===== config.mk =====
export PLATFORM = sky130hd
export DESIGN_NAME = tuner_pll_register_image
export DESIGN_NICKNAME = d
export VERILOG_FILES = /design/src/hdl/tpri_pkg.sv /design/src/hdl/tpri_front.sv /design/src/hdl/tpri_fifo.sv /design/src/hdl/tpri_div.sv /design/src/hdl/tpri_emit.sv /design/src/hdl/tuner_pll_register_image.sv
export SDC_FILE = /design/constraint.sdc
export NUM_CORES = 2
export LEC_CHECK = 0
export BUFFER_PORTS_ARGS = -buffer_cell sky130_fd_sc_hd__buf_2
export CAP_MARGIN = 20
export CORE_MARGIN = 2
export CORE_UTILIZATION = 25
export CTS_CLUSTER_DIAMETER = 150
export DETAILED_ROUTE_END_ITERATION = 10
export GPL_ROUTABILITY_DRIVEN = 0
export PLACE_DENSITY = 0.47
export SLEW_MARGIN = 20
export SYNTH_ARGS = -nofsm -noshare
export SYNTH_HDL_FRONTEND = slang
export SYNTH_SLANG_ARGS = --single-unit

===== constraint.sdc =====
create_clock -name clk -period 12.45 [get_ports clk]
set_input_delay 1.8675 -clock clk [delete_from_list [all_inputs] [get_ports clk]]
set_output_delay 1.8675 -clock clk [all_outputs]
set_load 0.03 [all_outputs]

===== src/hdl/tpri_pkg.sv =====
// Shared types, constants and register-image helpers for the PLL register image block.
// Used by every module under hdl; depends on nothing else.
package tpri_pkg;

	localparam int FRAC_BITS_DEF = 20;
	localparam int CFG_W         = 26;
	localparam int NUM_WRITES    = 12;

	localparam logic [25:0] REF_CLOCK_RST  = 26'd20000000;
	localparam logic [2:0]  REF_DIV_RST    = 3'd0;

	localparam logic [0:0] CFG_REF_CLOCK = 1'b0;
	localparam logic [0:0] CFG_REF_DIV   = 1'b1;

	localparam logic [31:0] VCO_SPLIT_HZ = 32'd1125000000;
	localparam logic [31:0] BW_MIN_HZ    = 32'd3480000;
	localparam logic [31:0] BW_MAX_HZ    = 32'd74470000;
	localparam logic [31:0] BW_OFFSET_HZ = 32'd520000;
	localparam logic [26:0] BW_STEP_HZ   = 27'd290000;

	// step = 16 * 18125: drop four bits, then multiply by ceil(2^37 / 18125)
	localparam logic [22:0] LPF_RECIP = 23'd7582839;
	localparam int          LPF_SHIFT = 37;

	localparam logic [3:0] REG_N_HI   = 4'h0;
	localparam logic [3:0] REG_N_LO   = 4'h1;
	localparam logic [3:0] REG_F_HI   = 4'h2;
	localparam logic [3:0] REG_F_MID  = 4'h3;
	localparam logic [3:0] REG_F_LO   = 4'h4;
	localparam logic [3:0] REG_REFDIV = 4'h5;
	localparam logic [3:0] REG_VCO    = 4'h6;
	localparam logic [3:0] REG_FIXED7 = 4'h7;
	localparam logic [3:0] REG_LPF    = 4'h8;
	localparam logic [3:0] REG_GAIN   = 4'h9;
	localparam logic [3:0] REG_FIXED10 = 4'hA;
	localparam logic [3:0] REG_FIXED11 = 4'hB;

	localparam logic [3:0] ADDR_SEQ [NUM_WRITES] = '{
		REG_N_HI, REG_N_LO, REG_REFDIV, REG_VCO, REG_FIXED7, REG_LPF,
		REG_GAIN, REG_FIXED10, REG_FIXED11, REG_F_HI, REG_F_MID, REG_F_LO
	};
	localparam logic [3:0] LAST_IDX = 4'(NUM_WRITES - 1);

	typedef struct packed {
		logic [31:0]        target_freq_hz;
		logic [31:0]        bandwidth_hz;
		logic signed [7:0]  gain_db;
	} in_word_t;

	typedef struct packed {
		logic [3:0]  reg_addr;
		logic [7:0]  reg_data;
		logic        last;
		logic [31:0] actual_freq_hz;
	} out_word_t;

	typedef struct packed {
		logic [31:0] freq;
		logic [26:0] bw_off;
		logic [3:0]  gain;
	} work_t;

	typedef struct packed {
		logic [14:0] n;
		logic [19:0] frac;
		logic [31:0] actual;
		logic [7:0]  lpf;
		logic [3:0]  gain;
	} res_t;

	function automatic logic [7:0] reg_byte(input logic [3:0] addr, input res_t r,
		input logic [2:0] div_code);
		logic [7:0] b;
		b = 8'h00;
		case (addr)
			REG_N_HI:    b = {1'b1, r.n[14:8]};
			REG_N_LO:    b = r.n[7:0];
			REG_F_HI:    b = {4'h1, r.frac[19:16]};
			REG_F_MID:   b = r.frac[15:8];
			REG_F_LO:    b = r.frac[7:0];
			REG_REFDIV:  b = {div_code, 5'h01};
			REG_VCO:     b = (r.actual >= VCO_SPLIT_HZ) ? 8'h40 : 8'hC0;
			REG_FIXED7:  b = 8'hCC;
			REG_LPF:     b = r.lpf;
			REG_GAIN:    b = {4'h0, r.gain};
			REG_FIXED10: b = 8'h00;
			REG_FIXED11: b = 8'h08;
			default:     b = 8'h00;
		endcase
		return b;
	endfunction

endpackage


===== src/hdl/tpri_front.sv =====
// Front end: accepts input words, clamps bandwidth and gain, pushes work into the queue.
// Depends on tpri_pkg.
module tpri_front (
	input  logic             in_valid,
	output logic             in_stall,
	input  tpri_pkg::in_word_t in_word,
	input  logic             full,
	output logic             push,
	output tpri_pkg::work_t  push_word
);
	import tpri_pkg::*;

	logic [31:0] bw_clamped;

	always_comb begin
		if (in_word.bandwidth_hz < BW_MIN_HZ) begin
			bw_clamped = BW_MIN_HZ;
		end else if (in_word.bandwidth_hz > BW_MAX_HZ) begin
			bw_clamped = BW_MAX_HZ;
		end else begin
			bw_clamped = in_word.bandwidth_hz;
		end
		push_word.freq   = in_word.target_freq_hz;
		push_word.bw_off = 27'(bw_clamped - BW_OFFSET_HZ);
		if (in_word.gain_db[7]) begin
			push_word.gain = 4'd0;
		end else if (in_word.gain_db[6:4] != 3'd0) begin
			push_word.gain = 4'd15;
		end else begin
			push_word.gain = in_word.gain_db[3:0];
		end
	end

	assign in_stall = full;
	assign push     = in_valid & ~full;

endmodule


===== src/hdl/tpri_fifo.sv =====
// Two-entry work queue between front end and divider.
// Depends on tpri_pkg.
module tpri_fifo (
	input  logic            clk,
	input  logic            arst_n,
	input  logic            push,
	input  tpri_pkg::work_t push_word,
	input  logic            pop,
	output tpri_pkg::work_t pop_word,
	output logic            full,
	output logic            not_empty
);
	import tpri_pkg::*;

	work_t      mem_q [2];
	logic       wr_ptr_q;
	logic       rd_ptr_q;
	logic [1:0] count_q;

	always_ff @(posedge clk or negedge arst_n) begin
		if (!arst_n) begin
			wr_ptr_q <= 1'b0;
			rd_ptr_q <= 1'b0;
			count_q  <= 2'd0;
		end else begin
			if (push) begin
				wr_ptr_q <= ~wr_ptr_q;
			end
			if (pop) begin
				rd_ptr_q <= ~rd_ptr_q;
			end
			if (push && !pop) begin
				count_q <= count_q + 2'd1;
			end else if (pop && !push) begin
				count_q <= count_q - 2'd1;
			end
		end
	end

	always_ff @(posedge clk) begin
		if (push) begin
			mem_q[wr_ptr_q] <= push_word;
		end
	end

	assign pop_word  = mem_q[rd_ptr_q];
	assign full      = count_q[1];
	assign not_empty = count_q != 2'd0;

endmodule


===== src/hdl/tpri_div.sv =====
// Back end divider: four quotient bits per cycle for N and F, filter code by reciprocal multiply.
// Depends on tpri_pkg.
module tpri_div #(
	parameter int FRAC_BITS = tpri_pkg::FRAC_BITS_DEF
) (
	input  logic            clk,
	input  logic            arst_n,
	input  logic [25:0]     ref_clock,
	input  logic            work_valid,
	input  tpri_pkg::work_t work_word,
	output logic            pop,
	output logic            res_valid,
	output tpri_pkg::res_t  res_word,
	input  logic            take
);
	import tpri_pkg::*;

	localparam int DW      = ((32 + FRAC_BITS + 3) / 4) * 4;
	localparam int DIV_CYC = DW / 4;
	localparam int CW      = $clog2(DIV_CYC + 1);

	logic          busy_q;
	logic          done_q;
	logic [CW-1:0] cnt_q;
	logic [25:0]   rem_q;
	logic [DW-1:0] dq_q;
	logic [31:0]   freq_q;
	logic [3:0]    gain_q;
	logic [22:0]   lx_q;

	logic [25:0]   rem_n;
	logic [DW-1:0] dq_n;
	logic [26:0]   r;
	logic [DW-1:0] d;
	logic [FRAC_BITS+19:0] frac_ext;
	logic [31:0]   ceil_rem;
	logic [45:0]   lpf_prod;

	assign pop = work_valid & ~busy_q & (~done_q | take);

	always_comb begin
		r = {1'b0, rem_q};
		d = dq_q;
		for (int i = 0; i < 4; i++) begin
			r = {r[25:0], d[DW-1]};
			d = {d[DW-2:0], 1'b0};
			if (r >= {1'b0, ref_clock}) begin
				r    = r - {1'b0, ref_clock};
				d[0] = 1'b1;
			end
		end
		rem_n = r[25:0];
		dq_n  = d;
	end

	always_ff @(posedge clk or negedge arst_n) begin
		if (!arst_n) begin
			busy_q <= 1'b0;
			done_q <= 1'b0;
			cnt_q  <= '0;
		end else begin
			if (take) begin
				done_q <= 1'b0;
			end
			if (pop) begin
				busy_q <= 1'b1;
				cnt_q  <= '0;
			end else if (busy_q) begin
				cnt_q <= cnt_q + CW'(1);
				if (cnt_q == CW'(DIV_CYC - 1)) begin
					busy_q <= 1'b0;
					done_q <= 1'b1;
				end
			end
		end
	end

	always_ff @(posedge clk) begin
		if (pop) begin
			rem_q  <= '0;
			dq_q   <= DW'({work_word.freq, {FRAC_BITS{1'b0}}});
			freq_q <= work_word.freq;
			gain_q <= work_word.gain;
			lx_q   <= work_word.bw_off[26:4];
		end else if (busy_q) begin
			rem_q <= rem_n;
			dq_q  <= dq_n;
		end
	end

	always_comb begin
		frac_ext = {20'b0, dq_q[FRAC_BITS-1:0]};
		ceil_rem = 32'(rem_q >> FRAC_BITS) + 32'(|rem_q[FRAC_BITS-1:0]);
		lpf_prod = {23'd0, lx_q} * {23'd0, LPF_RECIP};
		res_word.lpf  = lpf_prod[LPF_SHIFT+7:LPF_SHIFT];
		res_word.gain = gain_q;
		if (ref_clock == 26'd0) begin
			res_word.n      = '0;
			res_word.frac   = '0;
			res_word.actual = '0;
		end else begin
			res_word.n      = dq_q[FRAC_BITS+14:FRAC_BITS];
			res_word.frac   = frac_ext[19:0];
			res_word.actual = freq_q - ceil_rem;
		end
	end

	assign res_valid = done_q;

endmodule


===== src/hdl/tpri_emit.sv =====
// Write sequencer: holds one result and issues its twelve register writes in order.
// Depends on tpri_pkg.
module tpri_emit (
	input  logic               clk,
	input  logic               arst_n,
	input  logic [2:0]         ref_div_code,
	input  logic               res_valid,
	input  tpri_pkg::res_t     res_word,
	output logic               take,
	output logic               out_valid,
	input  logic               out_stall,
	output tpri_pkg::out_word_t out_word
);
	import tpri_pkg::*;

	res_t       cur_q;
	logic [3:0] idx_q;
	logic       valid_q;
	logic       fire;
	logic       at_last;

	assign fire    = valid_q & ~out_stall;
	assign at_last = idx_q == LAST_IDX;
	assign take    = res_valid & (~valid_q | (fire & at_last));

	always_ff @(posedge clk or negedge arst_n) begin
		if (!arst_n) begin
			valid_q <= 1'b0;
			idx_q   <= '0;
		end else begin
			if (take) begin
				valid_q <= 1'b1;
				idx_q   <= '0;
			end else if (fire) begin
				if (at_last) begin
					valid_q <= 1'b0;
				end else begin
					idx_q <= idx_q + 4'd1;
				end
			end
		end
	end

	always_ff @(posedge clk) begin
		if (take) begin
			cur_q <= res_word;
		end
	end

	always_comb begin
		out_word.reg_addr       = ADDR_SEQ[idx_q];
		out_word.reg_data       = reg_byte(ADDR_SEQ[idx_q], cur_q, ref_div_code);
		out_word.last           = at_last;
		out_word.actual_freq_hz = cur_q.actual;
	end

	assign out_valid = valid_q;

endmodule


===== src/hdl/tuner_pll_register_image.sv =====
// Fractional-N PLL register image generator, top level.
// An accepted word passes the queue, the divider and the sequencer's result register in order.
// The divider takes DW = 32 + FRAC_BITS rounded up to 4 dividend bits, four per cycle while busy;
// the twelve writes then go out one per cycle unless stalled, while the divider may take the next
// word. Reset clears the queue and sequencer, loads 20 MHz reference, code 0.
module tuner_pll_register_image #(
	parameter int FRAC_BITS = tpri_pkg::FRAC_BITS_DEF
) (
	input  logic                    clk,
	input  logic                    arst_n,
	input  logic                    in_valid,
	output logic                    in_stall,
	input  tpri_pkg::in_word_t      in_word,
	output logic                    out_valid,
	input  logic                    out_stall,
	output tpri_pkg::out_word_t     out_word,
	input  logic                    cfg_we,
	input  logic [0:0]              cfg_index,
	input  logic [tpri_pkg::CFG_W-1:0] cfg_data
);
	import tpri_pkg::*;

	logic [25:0] ref_clock_q;
	logic [2:0]  ref_div_q;

	logic  push;
	work_t push_word;
	logic  full;
	logic  pop;
	work_t pop_word;
	logic  not_empty;
	logic  res_valid;
	res_t  res_word;
	logic  take;

	always_ff @(posedge clk or negedge arst_n) begin
		if (!arst_n) begin
			ref_clock_q <= REF_CLOCK_RST;
			ref_div_q   <= REF_DIV_RST;
		end else if (cfg_we) begin
			case (cfg_index)
				CFG_REF_CLOCK: ref_clock_q <= cfg_data[25:0];
				CFG_REF_DIV:   ref_div_q   <= cfg_data[2:0];
				default:       ref_div_q   <= ref_div_q;
			endcase
		end
	end

	tpri_front u_front (
		.in_valid  (in_valid),
		.in_stall  (in_stall),
		.in_word   (in_word),
		.full      (full),
		.push      (push),
		.push_word (push_word)
	);

	tpri_fifo u_fifo (
		.clk       (clk),
		.arst_n    (arst_n),
		.push      (push),
		.push_word (push_word),
		.pop       (pop),
		.pop_word  (pop_word),
		.full      (full),
		.not_empty (not_empty)
	);

	tpri_div #(
		.FRAC_BITS (FRAC_BITS)
	) u_div (
		.clk        (clk),
		.arst_n     (arst_n),
		.ref_clock  (ref_clock_q),
		.work_valid (not_empty),
		.work_word  (pop_word),
		.pop        (pop),
		.res_valid  (res_valid),
		.res_word   (res_word),
		.take       (take)
	);

	tpri_emit u_emit (
		.clk          (clk),
		.arst_n       (arst_n),
		.ref_div_code (ref_div_q),
		.res_valid    (res_valid),
		.res_word     (res_word),
		.take         (take),
		.out_valid    (out_valid),
		.out_stall    (out_stall),
		.out_word     (out_word)
	);

endmodule

======== Word level (Yosys, flattened, before mapping) ========
Memories as Yosys holds them, arrays and structs flattened.
Cells that the tools add are included.
operators by class
  add/sub/neg operators ................... 11
  $mul .................................... 1
  $lt $le $gt $ge ......................... 8
  equality and inequality tests ........... 13
  muxes and demuxes ....................... 37
  bitwise logic cells ..................... 17
  reduce and logical (&&, ||, !) cells .... 17
operator list
  operator                                                             number
  greater-or-equal comparator 27 x 26 -> 1 bit                         4
  2-to-1 mux 26 bit                                                    4
  2-to-1 mux 52 bit                                                    2
  subtractor 26 bit                                                    4
  case mux 8 bit (11 select lines)                                     1
  2-to-1 mux 27 bit                                                    2
  multiplier 23 x 23 -> 45 bit, second input constant                  1
  2-to-1 mux 4 bit                                                     9
  greater-or-equal comparator 32 x 31 -> 1 bit, second input constant  1
  greater-than comparator 32 x 27 -> 1 bit, second input constant      1
  < comparator 32 x 22 -> 1 bit, second input constant                 1
  subtractor 32 bit                                                    1
  subtractor 27 x 19 -> 27 bit, second input constant                  1
  zero test 26 bit                                                     1
  == test 4 bit, second input constant                                 5
  OR reduction 20 bit                                                  1
  == test 4 x 3 -> 1 bit, second input constant                        4
  2-to-1 mux 1 bit                                                     16
  nonzero test 2 bit                                                   5
  adder 4 x 1 -> 4 bit, second input constant                          2
  == test 4 x 2 -> 1 bit, second input constant                        2
  2-to-1 mux 8 bit                                                     1
  inverter 1 bit                                                       8
  AND reduction 2 bit                                                  4
  other kinds (14)                                                     23
word-level totals
  flip-flop bits (word level) ............. 260
  bits in writable memories ............... 126
  ROM bits ................................ 64
  bits of input ports ..................... 104
  output and inout port bits .............. 47
  word-level logic and storage cells ...... 127
  memories ................................ 2
memories
  memory           words  width  rd ports  clocked after memory_dff  wr ports  line             RTL
  u_fifo.mem_q     2      63     1         0                         1         tpri_fifo.sv:15  work_t mem_q [2];
  (no name shown)  16     4      1         0                         0         tpri_emit.sv:51  out_word.reg_addr = ADDR_SEQ[idx_q];

======== Depth between registers and ports, before layout ========
  word-level depth ........................ 10
  mapped depth ............................ 53

======== Cells and area by module ========
A second synthesis with hierarchy kept.
unflattened totals
  cells, all modules ...................... 3,096
  area total of the unflattened synthesis .. 33,862.5 um^2
by module, submodules not included
  module                    times used  cells an instance  area each (um^2)
  tpri_div                  1           2,383              22,780.6
  tpri_fifo                 1           211                5,028.6
  tpri_emit                 1           271                3,758.6
  tuner_pll_register_image  1           63                 1,206.2
  tpri_front                1           168                1,088.5

======== Worst setup path after synthesis ========
Ideal clock, no wire load.
  path type ............................... reg-to-reg
  start point ............................. register ref_clock_q[16]
  end point ............................... register u_div.rem_q[11]
  setup time .............................. 116 ps
  data arrival time ....................... 10,864 ps
  data required time ...................... 12,334 ps
  slack ................................... 1,470 ps
  stages on the path, launching flop included .. 48
  cell sequence ........................... dfstp_2 inv_1 ha_1 and4_4 a2111oi_2 a21oi_1 and4_1 a21o_1 a21boi_1 buf_2 buf_1 o21ai_0 ha_1 o21ai_0 a21oi_1 or2_0 o31a_1 a211o_1 (+12 left out) buf_2 a21oi_2 mux2i_1 o21ai_1 inv_1 ha_1 nor2b_1 o31a_1 o311ai_2 nor4b_2 o21bai_1 o31a_1 a211o_1 a2111oi_4 nor2_2 buf_6 a32o_1 a31o_1
between the ends
  longest elaborated chain between the ends .. 8
  elaborated cells between the ends (all ways) .. 12
RTL lines
  item                                                                                      line                            RTL
  start, declared                                                                           tuner_pll_register_image.sv:23  logic [25:0] ref_clock_q;
  start signal, assigned                                                                    tuner_pll_register_image.sv:42  CFG_REF_CLOCK: ref_clock_q <= cfg_data[25:0];
  subtractor 26 bit / greater-or-equal comparator 27 x 26 -> 1 bit (equally long branches)  tpri_div.sv:48, tpri_div.sv:47
  2-to-1 mux 26 bit                                                                         tpri_div.sv:47                  if (r >= {1'b0, ref_clock}) begin
  greater-or-equal comparator 27 x 26 -> 1 bit / subtractor 26 bit (equally long branches)  tpri_div.sv:47, tpri_div.sv:48
  2-to-1 mux 26 bit                                                                         tpri_div.sv:47
  subtractor 26 bit / greater-or-equal comparator 27 x 26 -> 1 bit (equally long branches)  tpri_div.sv:48, tpri_div.sv:47
  2-to-1 mux 26 bit                                                                         tpri_div.sv:47
  subtractor 26 bit / greater-or-equal comparator 27 x 26 -> 1 bit (equally long branches)  tpri_div.sv:48, tpri_div.sv:47
  2-to-1 mux 26 bit (*)                                                                     tpri_div.sv:47
  end signal, assigned                                                                      tpri_div.sv:86                  rem_q <= rem_n;
  end, declared                                                                             tpri_div.sv:25                  logic [25:0] rem_q;
Every way passes the cells marked *; elsewhere a longest branch is shown, timed or not.
A chain may end at the register's enable or synchronous reset.

======== Final worst setup path ========
  start point ............................. register ref_clock_q[16]
  end point ............................... register u_div.rem_q[14]
Same word-level chain as after synthesis.

==> impl_metrics.yaml <==
status:
  status: "finished, final reports clean"
global_routing:
  grt_util_all_layers_pct: 14.9
  grt-ovfl-total: 0
  grt_pass1_wl_mm: 150
  grt_pass1_vias: 23789
  grt_max_degree: 104
  antenna_found_initial: 13
clocking:
  h-tree-depth: 2
  clock-sinks: 378
  clock_latency_ns: 0.60
  cts_tree: "yes"
  hold_buffers: 0
  numCtsBuffers: 44
  root_buffer: "clkbuf_16"
  clock_path_buffers: 3
  path_clk_slew_ns: 0.06
critical_path:
  crit_type: "reg2reg"
  path_buf_inv: 5
  cp_top_family: "compound AO/OA/AOI/OAI gates"
  crit_cells: 44
  cp_max_fo: 24
  slowest_delay_ns: 0.53
  arrival_ns: 12.44
  ff2ff_path_depth: 44
  slowest_stage: "dfstp_2"
  start_kind: "flop"
  crit_required_ns: 12.91
  cp-end-kind: "flop"
cells_and_area:
  final_nets: 3962
  post-route-util_pct: 28.8
  multiInputGateArea_mm2: 0.0196
  insertedDiodeCount: 0
  fillers: 13368
  drive_gt1_share_pct: 12.8
  final_common_cell: "inv_1"
  seqCellArea_mm2: 0.0107
  syn2layout_area_growth_pct: 14.0
  layout_common_cells: "inv_1 (417), ha_1 (330), edfxtp_1 (288)"
drt:
  wl_per_cell_um: 19.8
  drt-total-wl_mm: 99.5
  vias: 23546
  drtAntennaViolNets: 0
  drc_errors: 0
  drtIter0Drc: 1766
  vias_per_cell: 4.68
  drt-pass1-iter-count: 5
sta:
  period_minus_slack_ns: 11.98
  slew_headroom_pct: 29.7
  hold_viol: 0
  setup_ws_ns: 0.470
  maxSlewViolCount: 0
  fin_crit_sh_pct: 96.2
  max_freq_mhz: 83.5
  rsz0062_at_grt: "no"
  fin_tns_setup_ns: 0
  finalClockSkew_ns: 0.0357
  setup_viol: 0
  worstMarginPinSlew_ns: 1.05
logic_synthesis:
  synth-async-reset-ratio_pct: 11.6
  ys_types: 91
  yosys-top-cells-area: "edfxtp_1 (27%), fa_1 (16%), ha_1 (13%)"
  synthAdderAreaFrac_pct: 28.7
  yosysSeqAreaShare_pct: 33.0
  synthSimpleGateAreaFrac_pct: 10.5
  syn-num-nets: 3810
  syn_inst: 3118
  yosysTopAreaCell: "edfxtp_1"
  synth_top_area_share_pct: 26.7
  synthesis.area_mm2: 0.0323
  synth_xor_area_share_pct: 3.95
  syn_area_per_cell_um2: 10.4
  synth_edf_count: 288
  synth_ff_type: "edfxtp_1"
  synthMuxAreaShare_pct: 3.56
  ys_seq_elements: 378
  synth_compound_area_share_pct: 13.5
  synth_top_family_by_area: "adder cells"
  ys_warn_count: 0
job:
  drv_cap: 0
floorplan:
  pin_count: 151
  die-area_mm2: 0.132
  num_rows: 131
  start_util_pct: 25.3
  coreArea_mm2: 0.128
  dieHeight_um: 364
  fp.dieW_um: 364
worst_hold_path:
  holdPathStages: 0
  hold_class: "reg2reg"
placement:
  hpwl_mm: 79.9
  portBuffers: 150
  dp_worst_setup_slack_ns: 0.384
-- layer usage --
metal,vias up,routed length [µm],GRT usage (%)
met4,12,3540,5.09
met3,163,4640,2.26
li1,11228,-,-
met5,-,74,0
met1,11610,45300,20.2
met2,533,45900,24.2
-- layout make-up --
| type | count | share of cell area, % |
|---|---|---|
| timing repair buffer | 225 | 3.66 |
| inverter | 419 | 4.27 |
| clock inverter | 31 | 0.923 |
| clock buffer | 51 | 3.14 |
| multi-input combinational | 2202 | 53.2 |
| tap | 1729 | 5.87 |
| sequential | 378 | 29.0 |
-- logic make-up (layout without fill, tap and decap cells) --
kind of cell / count (synthesis) / in the layout
adder cells (fa/ha/maj): 588 / 588
XOR/XNOR: 145 / 145
AND/OR/NAND/NOR: 714 / 714
flip-flops: 378 / 378
AO/OA/AOI/OAI: 649 / 649
buffers and inverters: 538 / 726
multiplexers: 106 / 106
-- final timing paths --
check / slack [ns] / from / end
max: 0.47 / ref_clock_q[16] / u_div.rem_q[14]
min: 0.44 / u_div.gain_q[3] / u_emit.cur_q[3]
max reg2reg: 0.47 / ref_clock_q[16] / u_div.rem_q[14]
min reg2reg: 0.44 / u_div.gain_q[3] / u_emit.cur_q[3]
max in group asynchronous: 10.55 / arst_n / u_fifo.rd_ptr_q
min in group asynchronous: 1.39 / arst_n / ref_clock_q[4]
-- timing repair --
action	CTS	global route
setup endpoints to repair	0	27
resized for setup	0	13
setup buffers	0	3
-- registers in the layout, indices dropped and copies added (netlist names) --
signal and cells:
u_div.busy_q 1, u_div.gain_q 4, u_fifo.mem_q 118, u_emit.idx_q 4, u_div.cnt_q 4, u_fifo.rd_ptr_q 1
u_emit.cur_q 47, u_emit.out_word 32, u_div.lx_q 23, ref_clock_q 26, u_emit.out_valid 1, u_fifo.count_q 2
u_div.res_valid 1, u_div.rem_q 26, u_div.dq_q 52, u_fifo.wr_ptr_q 1, u_div.freq_q 32, ref_div_q 3
-- stage by stage --
stage | hold WS [ns] | cells | instance area, µm²
3_5_place_dp | 0.414 | 4949 | 35300
4_1_cts | 0.438 | 5031 | 36800
2_1_floorplan | 0.400 | 3118 | 32300
6_report | 0.437 | 5035 | 36900
5_1_grt | 0.443 | 5035 | 36900
3_3_place_gp | 0.412 | 4949 | 35300
-- cell usage after synthesis, drive strengths merged (46+ instances only) --
library cell	number
inv	418
ha	330
edfxtp	288
fa	258
nand2	258
o21ai	162
nor2	157
a21oi	155
xnor2	87
mux2	72
clkbuf	68
nor2b	59
xor2	58
buf	51
a21o	50
nand3	49
dfxtp	46
Power is not shown: default switching activity piles up to over one toggle a cycle in this logic, so the estimate is an artifact.
